$ cat src/hw/rtl/label_argument_extractor_assert.svh
// ----------------------------------------------------------------------------
// Label argument extractor assertion macros
// Shared concurrent assertion forms, clocked on clk, disabled in reset.
// ----------------------------------------------------------------------------
`ifndef LABEL_ARGUMENT_EXTRACTOR_ASSERT_SVH
`define LABEL_ARGUMENT_EXTRACTOR_ASSERT_SVH

// Same-cycle implication
`define LAE_ASSERT_IMP(lbl, ante, cons, msg) \
	lbl: assert property (@(posedge clk) disable iff (!arst_n) (ante) |-> (cons)) \
		else $error(msg);

// Next-cycle implication
`define LAE_ASSERT_NXT(lbl, ante, cons, msg) \
	lbl: assert property (@(posedge clk) disable iff (!arst_n) (ante) |=> (cons)) \
		else $error(msg);

`endif

$ cat src/hw/rtl/lae_pkg.sv
// ----------------------------------------------------------------------------
// Label argument extractor package
// Shared types and register indexes.
// ----------------------------------------------------------------------------
`default_nettype none

package lae_pkg;

	typedef logic [7:0] byte_t;

	// Configuration register indexes
	typedef enum logic [2:0] {
		REG_LABEL_TEXT      = 3'd0,
		REG_LABEL_LENGTH    = 3'd1,
		REG_DELIMITER_SET   = 3'd2,
		REG_DELIMITER_COUNT = 3'd3,
		REG_ARG_INDEX       = 3'd4
	} reg_idx_t;

	// Configuration register file contents
	typedef struct packed {
		logic [63:0] label_text;
		logic [3:0]  label_length;
		logic [63:0] delimiter_set;
		logic [3:0]  delimiter_count;
		logic [7:0]  arg_index;
	} cfg_t;

	// Status from the window matcher
	typedef struct packed {
		logic hit;        // label found at the window head
		logic before_ok;  // label starts the line or follows a delimiter
		logic cur_delim;  // newest character is a delimiter
	} match_t;

	// One result item
	typedef struct packed {
		byte_t arg_char;
		logic  arg_done;
		logic  found;
	} res_t;

endpackage

`default_nettype wire

$ cat src/hw/rtl/lae_if.sv
// ----------------------------------------------------------------------------
// Label argument extractor channels
// Character input channel and result output channel, valid/ready handshake.
// ----------------------------------------------------------------------------
`default_nettype none

interface lae_char_if;
	logic       valid;
	logic       ready;
	logic [7:0] in_char;
	logic       line_end;

	modport source (output valid, output in_char, output line_end, input ready);
	modport sink   (input valid, input in_char, input line_end, output ready);
endinterface

interface lae_res_if;
	logic       valid;
	logic       ready;
	logic [7:0] arg_char;
	logic       arg_done;
	logic       found;

	modport source (output valid, output arg_char, output arg_done, output found,
		input ready);
	modport sink   (input valid, input arg_char, input arg_done, input found,
		output ready);
endinterface

`default_nettype wire

$ cat src/hw/rtl/lae_match.sv
// ----------------------------------------------------------------------------
// Label argument extractor window matcher
// Compares the character window against the label for every length in
// parallel and tests characters against the delimiter set.
// ----------------------------------------------------------------------------
`default_nettype none

module lae_match import lae_pkg::*; #(
	parameter int LABEL_MAX = 8,
	parameter int DELIM_MAX = 8,
	localparam int WIN      = LABEL_MAX + 1,
	localparam int CNT_W    = $clog2(WIN + 1),
	localparam int IDX_W    = (WIN > 1) ? $clog2(WIN) : 1
) (
	input  var byte_t            win [WIN],
	input  var logic [CNT_W-1:0] chars_seen,
	input  var cfg_t             cfg,
	output var match_t           status
);

	logic [CNT_W-1:0] len_eff;
	logic [3:0]       dcnt_eff;
	logic [WIN-1:0]   len_match;

	// Test one character against the valid delimiter bytes
	function automatic logic is_delim(byte_t c, logic [63:0] set, logic [3:0] cnt);
		logic r;
		r = 1'b0;
		for (int i = 0; i < DELIM_MAX; i++) begin
			if ((32'(cnt) > i) && (set[8*i +: 8] == c)) begin
				r = 1'b1;
			end
		end
		return r;
	endfunction

	// Clamp label length and delimiter count into range
	always_comb begin
		if (cfg.label_length == 4'd0) begin
			len_eff = CNT_W'(1);
		end else if (32'(cfg.label_length) > LABEL_MAX) begin
			len_eff = CNT_W'(LABEL_MAX);
		end else begin
			len_eff = cfg.label_length[CNT_W-1:0];
		end
		if (32'(cfg.delimiter_count) > DELIM_MAX) begin
			dcnt_eff = 4'(DELIM_MAX);
		end else begin
			dcnt_eff = cfg.delimiter_count;
		end
	end

	// Compare window against label, one candidate per length
	always_comb begin
		len_match[0] = 1'b0;
		for (int l = 1; l < WIN; l++) begin
			len_match[l] = 1'b1;
			for (int k = 0; k < l; k++) begin
				if (win[l-1-k] != cfg.label_text[8*k +: 8]) begin
					len_match[l] = 1'b0;
				end
			end
		end
	end

	// Combine into status
	always_comb begin
		status.hit       = (chars_seen >= len_eff) && len_match[len_eff[IDX_W-1:0]];
		status.before_ok = (chars_seen == len_eff) ||
			is_delim(win[len_eff[IDX_W-1:0]], cfg.delimiter_set, dcnt_eff);
		status.cur_delim = is_delim(win[0], cfg.delimiter_set, dcnt_eff);
	end

endmodule

`default_nettype wire

$ cat src/hw/rtl/label_argument_extractor.sv
// ----------------------------------------------------------------------------
// Label argument extractor
// Finds a configured label in a text line and emits the selected argument.
// ----------------------------------------------------------------------------
//  channel  | dir | payload                     | transaction
//  ---------+-----+-----------------------------+---------------------------
//  line     | in  | in_char[7:0], line_end      | one character or line end
//  result   | out | arg_char[7:0], arg_done, fd | argument char or final flag
//  cfg      | in  | cfg_we, cfg_index, cfg_data | register write, no wait
//
//  One character per cycle while line is ready: window compare and delimiter
//  tests are parallel logic between the state registers and the result
//  register. Results are registered, via the skid entry when output waits.
//  A two-entry output stage (result register plus skid) keeps line ready
//  while one result waits; line stalls only when both entries are full.
//  Reset clears the line state and loads register reset values; no sweep.
// ----------------------------------------------------------------------------
`default_nettype none

module label_argument_extractor import lae_pkg::*; #(
	parameter int LABEL_MAX = 8,
	parameter int DELIM_MAX = 8
) (
	input  var logic        clk,
	input  var logic        arst_n,
	lae_char_if.sink        line,
	lae_res_if.source       result,
	input  var logic        cfg_we,
	input  var logic [2:0]  cfg_index,
	input  var logic [63:0] cfg_data
);

`include "label_argument_extractor_assert.svh"

	localparam int WIN   = LABEL_MAX + 1;
	localparam int CNT_W = $clog2(WIN + 1);

	typedef enum logic [2:0] {
		PH_SEARCH, PH_CHECK_END, PH_COUNT, PH_COPY, PH_COPIED, PH_FAILED
	} phase_t;

	cfg_t             cfg_q;
	byte_t            win_q [WIN];
	byte_t            win_new [WIN];
	phase_t           phase_q, phase_d;
	logic [7:0]       dseen_q, dseen_d;
	logic [CNT_W-1:0] chars_seen_q, chars_new;
	logic             arg_nonempty_q, arg_nonempty_d;
	match_t           status;

	logic             line_fire;
	logic             res_gen;
	res_t             res_new;
	logic             out_valid_q, skid_valid_q;
	res_t             out_q, skid_q;
	logic             out_free;

	// Write configuration registers
	always_ff @(posedge clk or negedge arst_n) begin
		if (!arst_n) begin
			cfg_q.label_text      <= '0;
			cfg_q.label_length    <= 4'd1;
			cfg_q.delimiter_set   <= '0;
			cfg_q.delimiter_count <= 4'd1;
			cfg_q.arg_index       <= '0;
		end else if (cfg_we) begin
			case (cfg_index)
				REG_LABEL_TEXT:      cfg_q.label_text      <= cfg_data;
				REG_LABEL_LENGTH:    cfg_q.label_length    <= cfg_data[3:0];
				REG_DELIMITER_SET:   cfg_q.delimiter_set   <= cfg_data;
				REG_DELIMITER_COUNT: cfg_q.delimiter_count <= cfg_data[3:0];
				REG_ARG_INDEX:       cfg_q.arg_index       <= cfg_data[7:0];
				default: begin
				end
			endcase
		end
	end

	// Shift the new character into the window and count characters
	always_comb begin
		win_new[0] = line.in_char;
		for (int j = 1; j < WIN; j++) begin
			win_new[j] = win_q[j-1];
		end
		if (32'(chars_seen_q) < WIN) begin
			chars_new = chars_seen_q + CNT_W'(1);
		end else begin
			chars_new = chars_seen_q;
		end
	end

	lae_match #(
		.LABEL_MAX (LABEL_MAX),
		.DELIM_MAX (DELIM_MAX)
	) u_match (
		.win        (win_new),
		.chars_seen (chars_new),
		.cfg        (cfg_q),
		.status     (status)
	);

	// Advance the line phase and build a result
	always_comb begin
		phase_d        = phase_q;
		dseen_d        = dseen_q;
		arg_nonempty_d = arg_nonempty_q;
		res_gen        = 1'b0;
		res_new        = '0;
		if (line.line_end) begin
			res_gen          = 1'b1;
			res_new.arg_done = 1'b1;
			res_new.found    = arg_nonempty_q;
		end else begin
			case (phase_q)
				PH_SEARCH: begin
					if (status.hit) begin
						if (!status.before_ok) begin
							phase_d = PH_FAILED;
						end else if (status.cur_delim) begin
							if (cfg_q.arg_index == 8'd0) begin
								phase_d = PH_COPY;
							end else begin
								dseen_d = 8'd1;
								phase_d = PH_COUNT;
							end
						end else begin
							phase_d = PH_CHECK_END;
						end
					end
				end
				PH_CHECK_END: begin
					if (!status.cur_delim) begin
						phase_d = PH_FAILED;
					end else if (cfg_q.arg_index == 8'd0) begin
						phase_d = PH_COPY;
					end else begin
						dseen_d = 8'd1;
						phase_d = PH_COUNT;
					end
				end
				PH_COUNT: begin
					if (status.cur_delim) begin
						if (dseen_q == cfg_q.arg_index) begin
							phase_d = PH_COPY;
						end else begin
							dseen_d = dseen_q + 8'd1;
						end
					end
				end
				PH_COPY: begin
					if (status.cur_delim) begin
						phase_d = PH_COPIED;
					end else begin
						arg_nonempty_d   = 1'b1;
						res_gen          = 1'b1;
						res_new.arg_char = line.in_char;
					end
				end
				default: begin
				end
			endcase
		end
	end

	// Hold line state; clear it at line end
	always_ff @(posedge clk or negedge arst_n) begin
		if (!arst_n) begin
			phase_q        <= PH_SEARCH;
			dseen_q        <= '0;
			chars_seen_q   <= '0;
			arg_nonempty_q <= 1'b0;
			for (int j = 0; j < WIN; j++) begin
				win_q[j] <= '0;
			end
		end else if (line_fire) begin
			if (line.line_end) begin
				phase_q        <= PH_SEARCH;
				dseen_q        <= '0;
				chars_seen_q   <= '0;
				arg_nonempty_q <= 1'b0;
				for (int j = 0; j < WIN; j++) begin
					win_q[j] <= '0;
				end
			end else begin
				phase_q        <= phase_d;
				dseen_q        <= dseen_d;
				chars_seen_q   <= chars_new;
				arg_nonempty_q <= arg_nonempty_d;
				for (int j = 0; j < WIN; j++) begin
					win_q[j] <= win_new[j];
				end
			end
		end
	end

	// Accept input while the skid entry is free
	assign line.ready = !skid_valid_q;
	assign line_fire  = line.valid && line.ready;
	assign out_free   = !out_valid_q || result.ready;

	// Output register with skid entry
	always_ff @(posedge clk or negedge arst_n) begin
		if (!arst_n) begin
			out_valid_q  <= 1'b0;
			skid_valid_q <= 1'b0;
		end else if (out_free) begin
			out_valid_q  <= skid_valid_q || (line_fire && res_gen);
			skid_valid_q <= 1'b0;
		end else if (line_fire && res_gen) begin
			skid_valid_q <= 1'b1;
		end
	end

	// Move payload alongside the valid bits
	always_ff @(posedge clk) begin
		if (out_free) begin
			out_q <= skid_valid_q ? skid_q : res_new;
		end else if (line_fire && res_gen) begin
			skid_q <= res_new;
		end
	end

	assign result.valid    = out_valid_q;
	assign result.arg_char = out_q.arg_char;
	assign result.arg_done = out_q.arg_done;
	assign result.found    = out_q.found;

	// Skid entry fills only behind a waiting result
	`LAE_ASSERT_IMP(a_skid_behind_out, skid_valid_q, out_valid_q, "skid full with empty output")
	// Line end returns the line state to its start
	`LAE_ASSERT_NXT(a_line_clear, line_fire && line.line_end,
		phase_q == PH_SEARCH && chars_seen_q == '0 && !arg_nonempty_q, "line state not cleared")
	// An emitted argument character means the copy phase was reached
	`LAE_ASSERT_IMP(a_nonempty_phase, arg_nonempty_q,
		phase_q == PH_COPY || phase_q == PH_COPIED, "argument flag outside copy")
	// Character count saturates at the window depth
	`LAE_ASSERT_IMP(a_count_sat, 1'b1, 32'(chars_seen_q) <= WIN, "character count overflow")

endmodule

`default_nettype wire

$ cat src/flat_wrapper.sv
// flat-port wrapper written by rule: the top's interface ports become plain ports
module label_argument_extractor_flat import lae_pkg::*;
#(
	parameter int LABEL_MAX = 8,
	parameter int DELIM_MAX = 8
)
  (clk, arst_n, cfg_we, cfg_index, cfg_data, line_valid, line_in_char, line_line_end, line_ready, result_valid, result_arg_char, result_arg_done, result_found, result_ready);
  lae_char_if line_i ();
  lae_res_if result_i ();
  input  var logic clk;
  input  var logic arst_n;
  input  var logic cfg_we;
  input  var logic [2:0] cfg_index;
  input  var logic [63:0] cfg_data;
  input wire logic [$bits(line_i.valid)-1:0] line_valid;
  input wire logic [$bits(line_i.in_char)-1:0] line_in_char;
  input wire logic [$bits(line_i.line_end)-1:0] line_line_end;
  output wire logic [$bits(line_i.ready)-1:0] line_ready;
  output wire logic [$bits(result_i.valid)-1:0] result_valid;
  output wire logic [$bits(result_i.arg_char)-1:0] result_arg_char;
  output wire logic [$bits(result_i.arg_done)-1:0] result_arg_done;
  output wire logic [$bits(result_i.found)-1:0] result_found;
  input wire logic [$bits(result_i.ready)-1:0] result_ready;
  assign line_i.valid = line_valid;
  assign line_i.in_char = line_in_char;
  assign line_i.line_end = line_line_end;
  assign line_ready = line_i.ready;
  assign result_valid = result_i.valid;
  assign result_arg_char = result_i.arg_char;
  assign result_arg_done = result_i.arg_done;
  assign result_found = result_i.found;
  assign result_i.ready = result_ready;
  label_argument_extractor #(.LABEL_MAX(LABEL_MAX), .DELIM_MAX(DELIM_MAX)) u_core (.clk(clk), .arst_n(arst_n), .line(line_i), .result(result_i), .cfg_we(cfg_we), .cfg_index(cfg_index), .cfg_data(cfg_data));
endmodule
$ cat config.mk
export PLATFORM = sky130hd
export DESIGN_NAME = label_argument_extractor_flat
export DESIGN_NICKNAME = d
export VERILOG_FILES = /design/src/hw/rtl/lae_pkg.sv /design/src/hw/rtl/lae_if.sv /design/src/hw/rtl/lae_match.sv /design/src/hw/rtl/label_argument_extractor.sv /design/src/flat_wrapper.sv
export VERILOG_INCLUDE_DIRS = /design/src /design/src/hw/rtl
export SDC_FILE = /design/constraint.sdc
export NUM_CORES = 1
export LEC_CHECK = 0
export ABC_AREA = 1
export BUFFER_PORTS_ARGS = -buffer_cell sky130_fd_sc_hd__clkbuf_2
export CAP_MARGIN = 0
export CELL_PAD_IN_SITES_DETAIL_PLACEMENT = 0
export CELL_PAD_IN_SITES_GLOBAL_PLACEMENT = 1
export CORE_MARGIN = 2
export CORE_UTILIZATION = 43
export CTS_BUF_LIST = sky130_fd_sc_hd__clkbuf_8
export DETAILED_ROUTE_END_ITERATION = 8
export GPL_TIMING_DRIVEN = 0
export PLACE_DENSITY = 0.86
export RECOVER_POWER = 100
export SYNTH_ARGS = -nofsm -noshare
export SYNTH_HDL_FRONTEND = slang
export SYNTH_SLANG_ARGS = --single-unit
$ cat constraint.sdc
create_clock -name clk -period 2.45 [get_ports clk]
set_input_delay 0.3675 -clock clk [delete_from_list [all_inputs] [get_ports clk]]
set_output_delay 0.3675 -clock clk [all_outputs]
set_load 0.02 [all_outputs]
**Word level (Yosys, flattened, before mapping)**

Cells that the tools add are included.

- Logic and storage cells: 246
- Bits of input ports: 81
- Register bits after elaboration: 246

- Mux-type cells: 94
- Equality and inequality tests: 68
- Add/subtract/negate cells: 2
- Bitwise gates (word level): 2
- Reductions and logical operators: 41
- Order comparisons: 14

Operators by type and width:

| kind | number |
|---|---|
| inequality test 8 bit | 36 |
| equality test 8 bit | 17 |
| 2-to-1 mux 8 bit | 12 |
| 2-to-1 mux 72 bit | 1 |
| 2-to-1 mux 1 bit | 62 |
| binary-select mux 8 bit (select 4 bit) | 1 |
| case mux 8 bit (3 select lines) | 1 |
| 2-to-1 mux 3 bit | 7 |
| 2-to-1 mux 4 bit | 5 |
| logical AND 1 bit | 19 |
| greater-than comparator 4 x 3 -> 1 bit, second input constant | 4 |
| inequality test 3 x 2 -> 1 bit, second input constant | 5 |
| equality test 3 x 2 -> 1 bit, second input constant | 4 |
| case mux 3 bit (4 select lines) | 1 |
| AND reduction 2 bit | 6 |
| AND reduction 6 bit | 2 |
| 2-to-1 mux 10 bit | 1 |
| adder 8 x 1 -> 8 bit, second input constant | 1 |
| greater-than comparator 4 x 1 -> 1 bit, second input constant | 2 |
| greater-than comparator 4 x 2 -> 1 bit, second input constant | 2 |
| greater-than comparator 4 bit, second input constant | 2 |
| logical NOT 8 bit | 1 |
| equality test 3 x 1 -> 1 bit, second input constant | 2 |
| logical NOT 3 bit | 2 |
| other kinds (20) | 25 |

**Longest topological paths before layout**

- Depth in word-level cells: 22
- Mapped depth: 23
- Depth with buffers taken out: 21

**By module**

From an unflattened synthesis, not the netlist that was laid out.

- Cells, all modules: 2209
- Area, all modules: 16495.8 um^2

Modules (own cells, without submodules):

| module | area an instance (um^2) | cells each | times used |
|---|---|---|---|
| label_argument_extractor | 9795.6 | 1028 | 1 |
| lae_match | 6700.2 | 1181 | 1 |

**Worst setup path after synthesis**

No wires, ideal clock.

- Kind: input to register
- Start point: input port line_in_char[6]
- End point: register u_core.skid_q[0] (netlist bit), enable pin
- Slack: -109 ps
- Data arrival time: 2183 ps
- Stages on the path: 13
- Setup time: 376 ps
- Cell sequence: buf_4 -> buf_2 -> xor2_1 -> nor3_1 -> nand3_1 -> nand2_1 -> nor3_1 -> nand2_1 -> nor2_1 -> inv_1 -> a21oi_1 -> inv_1 -> nor2_1

- Cells in the longest elaborated chain, start to end: 15
- Elaborated cells between the ends (all ways): 29

Ends and longest elaborated chain:

| element | line | text |
|---|---|---|
| start, declared | flat_wrapper.sv:16 | `input wire logic [$bits(line_i.in_char)-1:0] line_in_char;` |
| equality test 8 bit | lae_match.sv:30 | `if ((32'(cnt) > i) && (set[8*i +: 8] == c)) begin` |
| logical AND 1 bit | lae_match.sv:30 |  |
| 2-to-1 mux 1 bit (7 in a row) | lae_match.sv:30 |  |
| 2-to-1 mux 1 bit * | lae_match.sv:30 |  |
| 2-to-1 mux 1 bit * | label_argument_extractor.sv:151 | `if (status.cur_delim) begin` |
| 2-to-1 mux 1 bit * | label_argument_extractor.sv:114 | `case (phase_q)` |
| 2-to-1 mux 1 bit * | label_argument_extractor.sv:109 | `if (line.line_end) begin` |
| logical AND 1 bit * | label_argument_extractor.sv:218 | `end else if (line_fire && res_gen) begin` |
| AND reduction 2 bit (no source line) * | n/a |  |
| end signal, assigned | label_argument_extractor.sv:219 | `skid_q <= res_new;` |
| end, declared | label_argument_extractor.sv:55 | `res_t out_q, skid_q;` |

Mark *: on every way between the ends. The rest lies on a longest branch, timed or not.
A chain may end at the register's enable or synchronous reset.

**Worst setup path in the final report**

- Start point: register u_core.cfg_q[110] (netlist bit)
- End point: register u_core.dseen_q[3]

- Cells in the longest elaborated chain, start to end: 11
- Elaborated cells between the ends (all ways): 25

Ends and longest elaborated chain:

| element | line | text |
|---|---|---|
| start, declared | label_argument_extractor.sv:42 | `cfg_t cfg_q;` |
| inequality test 8 bit | lae_match.sv:59 | `if (win[l-1-k] != cfg.label_text[8*k +: 8]) begin` |
| 2-to-1 mux 1 bit (5 in a row) | lae_match.sv:59 |  |
| binary-select mux 1 bit (select 4 bit) * | lae_match.sv:68 | `status.hit = (chars_seen >= len_eff) && len_match[len_eff[IDX_W-1:0]];` |
| 2-to-1 mux 1 bit (implied by the code) * | lae_match.sv:68 |  |
| logical AND 1 bit * | lae_match.sv:68 |  |
| inequality test 3 x 2 -> 1 bit (no source line) * | n/a |  |
| AND reduction 6 bit (no source line) * | n/a |  |
| end signal, assigned | label_argument_extractor.sv:186 | `dseen_q <= dseen_d;` |
| end, declared | label_argument_extractor.sv:46 | `logic [7:0] dseen_q, dseen_d;` |

Mark *: on every way between the ends. The rest lies on a longest branch, timed or not. The select of a mux whose other input is x is not followed.

==> qor.yml <==
setup_path:
  critical_path_arrival_ns: 3.48
  critical_path_maximum_fanout: 8
  regToRegEndpoint: "u_core.dseen_q[3]$_DFFE_PN0P_"
  ff2ff_path_depth: 14
  setup.worst_path.start_class: "flip-flop"
  critical_path.endpoint_type: "flip-flop"
  timing.rr.start: "u_core.cfg_q[110]$_DFFE_PN0P_"
  crit_required_ns: 3.00
  timing.reg2reg.setup_slack_ns: -0.48
  critPathKind: "flip-flop to flip-flop"
  setup.worst_path.start: "u_core.cfg_q[110]$_DFFE_PN0P_"
global_routing:
  grt_start_max_net_pins: 102
  global_route.usage.total_pct: 41.89
  gr-total-overflow: 0
  grt_antenna_before_repair: 0
  grt_pass1_vias: 16321
  first_pass_grt_wire_length_um: 115100
logic_synthesis:
  edff_count_synth: 20
  synth_mux_area_share_pct: 0
  ys_warn_count: 0
  synth_seq_area_share_pct: 38.61
  top_area_cell_type_share_of_the_netlist_area_pct: 34.58
  synth.distinct_cells: 47
  synth_adder_area_share_pct: 0.4631
  post_syn_area_um2: 16210
  yosys.cell_count.top_type: "sky130_fd_sc_hd__nand2_1"
  synth_top_family_by_area: "simple AND/OR/NAND/NOR gates"
  ys_top_cells_by_area: "sky130_fd_sc_hd__dfrtp_1, sky130_fd_sc_hd__nand2_1, sky130_fd_sc_hd__xor2_1"
  compound_gate_fraction_of_synth_area_pct: 12.84
  average_instance_area_after_synthesis_um2: 7.512
  post_synth_most_frequent_cells: "sky130_fd_sc_hd__nand2_1, sky130_fd_sc_hd__inv_1, sky130_fd_sc_hd__dfrtp_1, sky130_fd_sc_hd__o21ai_0, sky130_fd_sc_hd__o22ai_1"
  ys_ff_latch: 246
  synth_async_sr_flop_share_pct: 91.87
  synth_fp_nets: 2245
  yosys_most_used_dff: "sky130_fd_sc_hd__dfrtp_1"
  synthXorXnorAreaFrac_pct: 11.93
  netlist_instances: 2158
  synth_simple_gate_area_share_pct: 26.28
  synthDominantAreaCellType: "sky130_fd_sc_hd__dfrtp_1"
min_path:
  timing.hold.worst.class: "input port to flip-flop"
  hp-start: "cfg_data[36]"
  hold_depth: 3
  timing.hold.worst_endpoint: "u_core.cfg_q[48]$_DFFE_PN0P_"
routing:
  met2_wirelength_um: 34200
  wl_met3_um: 9847
  vias: 17525
  postRouteAntennaNets: 0
  vias_per_cell: 6.018
  detail_route.first_pass.iterations: 6
  routed_wire_length_per_instance_um: 28.35
  detailedRoute.firstIterationViolations: 2430
  route.layer.met1.wl_um: 32130
  topRoutingLayerUsed: "met4"
  route.final.wire_length_um: 82560
  drc: 0
placement:
  buffer_ports.inserted: 85
  pre_cts_slack_ns: -1.408
  placed_cell_area_um2: 17340
  final_weighted_congestion_in_routability_driven_placement: 1.070
  dp_hpwl_um: 60150
cts:
  clock_edge_transition_at_the_registers_on_the_reported_setup_and_hold_paths_ns: 0.06
  cts.sinks: 246
  clk_path_buf_depth: 3
  clock_insertion_delay_worst_skew_ns: 0.66
  cts_tree: "yes"
  cts_buffers: 45
  cts_root_buf: "sky130_fd_sc_hd__clkbuf_8"
  ctsHtreeMaxLevel: 2
sta:
  final_critical_path_setup_slack_ns: -0.4800
  fmax_mhz: 341.3
  rsz0062_at_grt: "yes"
  final_worst_path_period_need_ns: 2.930
  slew_headroom_pct: 8.860
  report.final.hold_viol_count: 0
  timing.final.max_slew_violations: 0
  setup_viol_count_final: 21
  max_slew.worst_pin.slew_ns: 1.367
  finalCritPeriodShare_pct: 119.6
  setup_skew_ns: 0.04670
  final.setup.tns_ns: -5.584
floorplan:
  core-area_um2: 37400
  die_area_um2: 39270
  vertical_die_dimension_um: 198.2
  initial_utilization_pct: 43.34
  floorplan.rows: 71
  io_pins: 93
  floorplan.die.width_um: 198.2
layout:
  seq_area_um2: 6302
  fin_nets: 2452
  syn_to_final_growth_pct: 22.82
  finalInstanceArea_um2: 19910
  finish.utilization_pct: 53.24
  drive_above_1_share_pct: 20.49
  n_fill_cell: 3646
  antenna_cells_inserted: 0
  multi_input_comb_area_um2: 8823
power:
  p_per_area_nw_per_um2: 839.6
  vdd_ir_drop_max_mv: 0.6288
  p_leak_uw: 0.009243
status:
  outcome: "complete, but fails checks"
  failed_checks: "setup timing"
run:
  cap_viol_max_count: 0
worst max-delay path by stage:
| stage | cells past startpoint | endpoint | slack, ns |
|---|---|---|---|
| 2_1_floorplan | 18 | u_core.dseen_q[3]$_DFFE_PN0P_ | 0.05 |
| 6_report | 14 | u_core.dseen_q[3]$_DFFE_PN0P_ | -0.48 |
| 5_1_grt | 17 | u_core.dseen_q[0]$_DFFE_PN0P_ | -0.56 |
| 3_3_place_gp | 1 | u_core.cfg_q[106]$_DFFE_PN0P_ | -3.70 |
| 3_5_place_dp | 19 | u_core.dseen_q[6]$_DFFE_PN0P_ | -1.41 |
| 4_1_cts | 18 | u_core.dseen_q[3]$_DFFE_PN0P_ | -0.33 |
per-stage QoR:
stage	hold slack, ns	cells	total power, µW
floorplan	0.07191	2158	8932
global placement	0.4714	2754	11080
detailed placement	0.3487	2756	11140
CTS	0.0006453	2879	15990
global route	0.02519	2912	17300
finish	0.005346	2912	16720
timing repair:
item	4_1_cts	5_1_grt
endpoints found under the hold margin	76	0
setup endpoints to repair	37	48
hold buffers	18	0
pin swaps	20	40
gates cloned	3	3
gates resized for setup	131	108
setup buffers	46	37
layout by cell type (no fill, tap or decap), types with 23 or more instances in the layout:
cell / instances
sky130_fd_sc_hd__nor2_1: 103
sky130_fd_sc_hd__o21ai_0: 168
sky130_fd_sc_hd__inv_1: 208
sky130_fd_sc_hd__inv_2: 23
sky130_fd_sc_hd__xnor2_1: 94
sky130_fd_sc_hd__nor4_1: 35
sky130_fd_sc_hd__dfrtp_2: 29
sky130_fd_sc_hd__buf_4: 89
sky130_fd_sc_hd__nand2_1: 506
sky130_fd_sc_hd__o22ai_1: 126
sky130_fd_sc_hd__nor3_1: 25
sky130_fd_sc_hd__nand4_1: 75
sky130_fd_sc_hd__clkbuf_2: 86
sky130_fd_sc_hd__nand3_1: 98
sky130_fd_sc_hd__xor2_1: 118
sky130_fd_sc_hd__dfrtp_1: 193
sky130_fd_sc_hd__clkbuf_8: 58
sky130_fd_sc_hd__clkbuf_1: 48
kinds of logic after synthesis:
kind of cell	Yosys count
buf+inv	388
fa+ha+maj	6
flops	246
compound gates	360
simple gates	938
xor+xnor	220
worst max-delay path, stage by stage, from the launching register on:
cell and delay (ns):
sky130_fd_sc_hd__dfrtp_1 0.72, sky130_fd_sc_hd__xnor2_1 0.19, sky130_fd_sc_hd__nand4_1 0.30, sky130_fd_sc_hd__nor4_1 0.36, sky130_fd_sc_hd__nand3_1 0.13, sky130_fd_sc_hd__nand3_1 0.14, sky130_fd_sc_hd__nand3_2 0.12, sky130_fd_sc_hd__nand2_2 0.14
sky130_fd_sc_hd__nand2_1 0.09, sky130_fd_sc_hd__nand2_1 0.08, sky130_fd_sc_hd__nand2_1 0.10, sky130_fd_sc_hd__nor2_4 0.20, sky130_fd_sc_hd__nand2_4 0.12, sky130_fd_sc_hd__nand2_1 0.07, sky130_fd_sc_hd__nand2_1 0.05
where the power goes:
part / internal (µW) / total [µW] / switching [µW]
clock network: 2360 / 4300 / 1950
registers: 4670 / 5780 / 1100
logic: 2480 / 6640 / 4160
total: 9510 / 16700 / 7210
final cells by class:
cell class,instances,area share (%)
Inverter,244,5.122
Clock inverter,25,0.9112
Tap cell,511,3.211
Timing Repair Buffer,190,7.271
Multi-Input combinational cell,1527,44.32
Buffer,111,3.507
Clock buffer,58,4.009
Sequential cell,246,31.65
state kept, by name, indices dropped and copies added, names as in the netlist:
register / count
u_core.cfg_q: 144
u_core.win_new: 64
u_core.skid_q: 10
u_core.dseen_q: 8
u_core.result.arg_char: 8
u_core.chars_seen_q: 4
u_core.phase_q: 3
u_core.arg_nonempty_q: 1
u_core.result.arg_done: 1
u_core.result.found: 1
u_core.result.valid: 1
u_core.skid_valid_q: 1
layer usage:
layer,vias to the layer above,track usage (%)
met5,-,0
met2,1224,60.44
met4,0,27.68
met1,8381,54.54
met3,355,12.03
li1,7565,-
(Power assumes the default switching activity.)
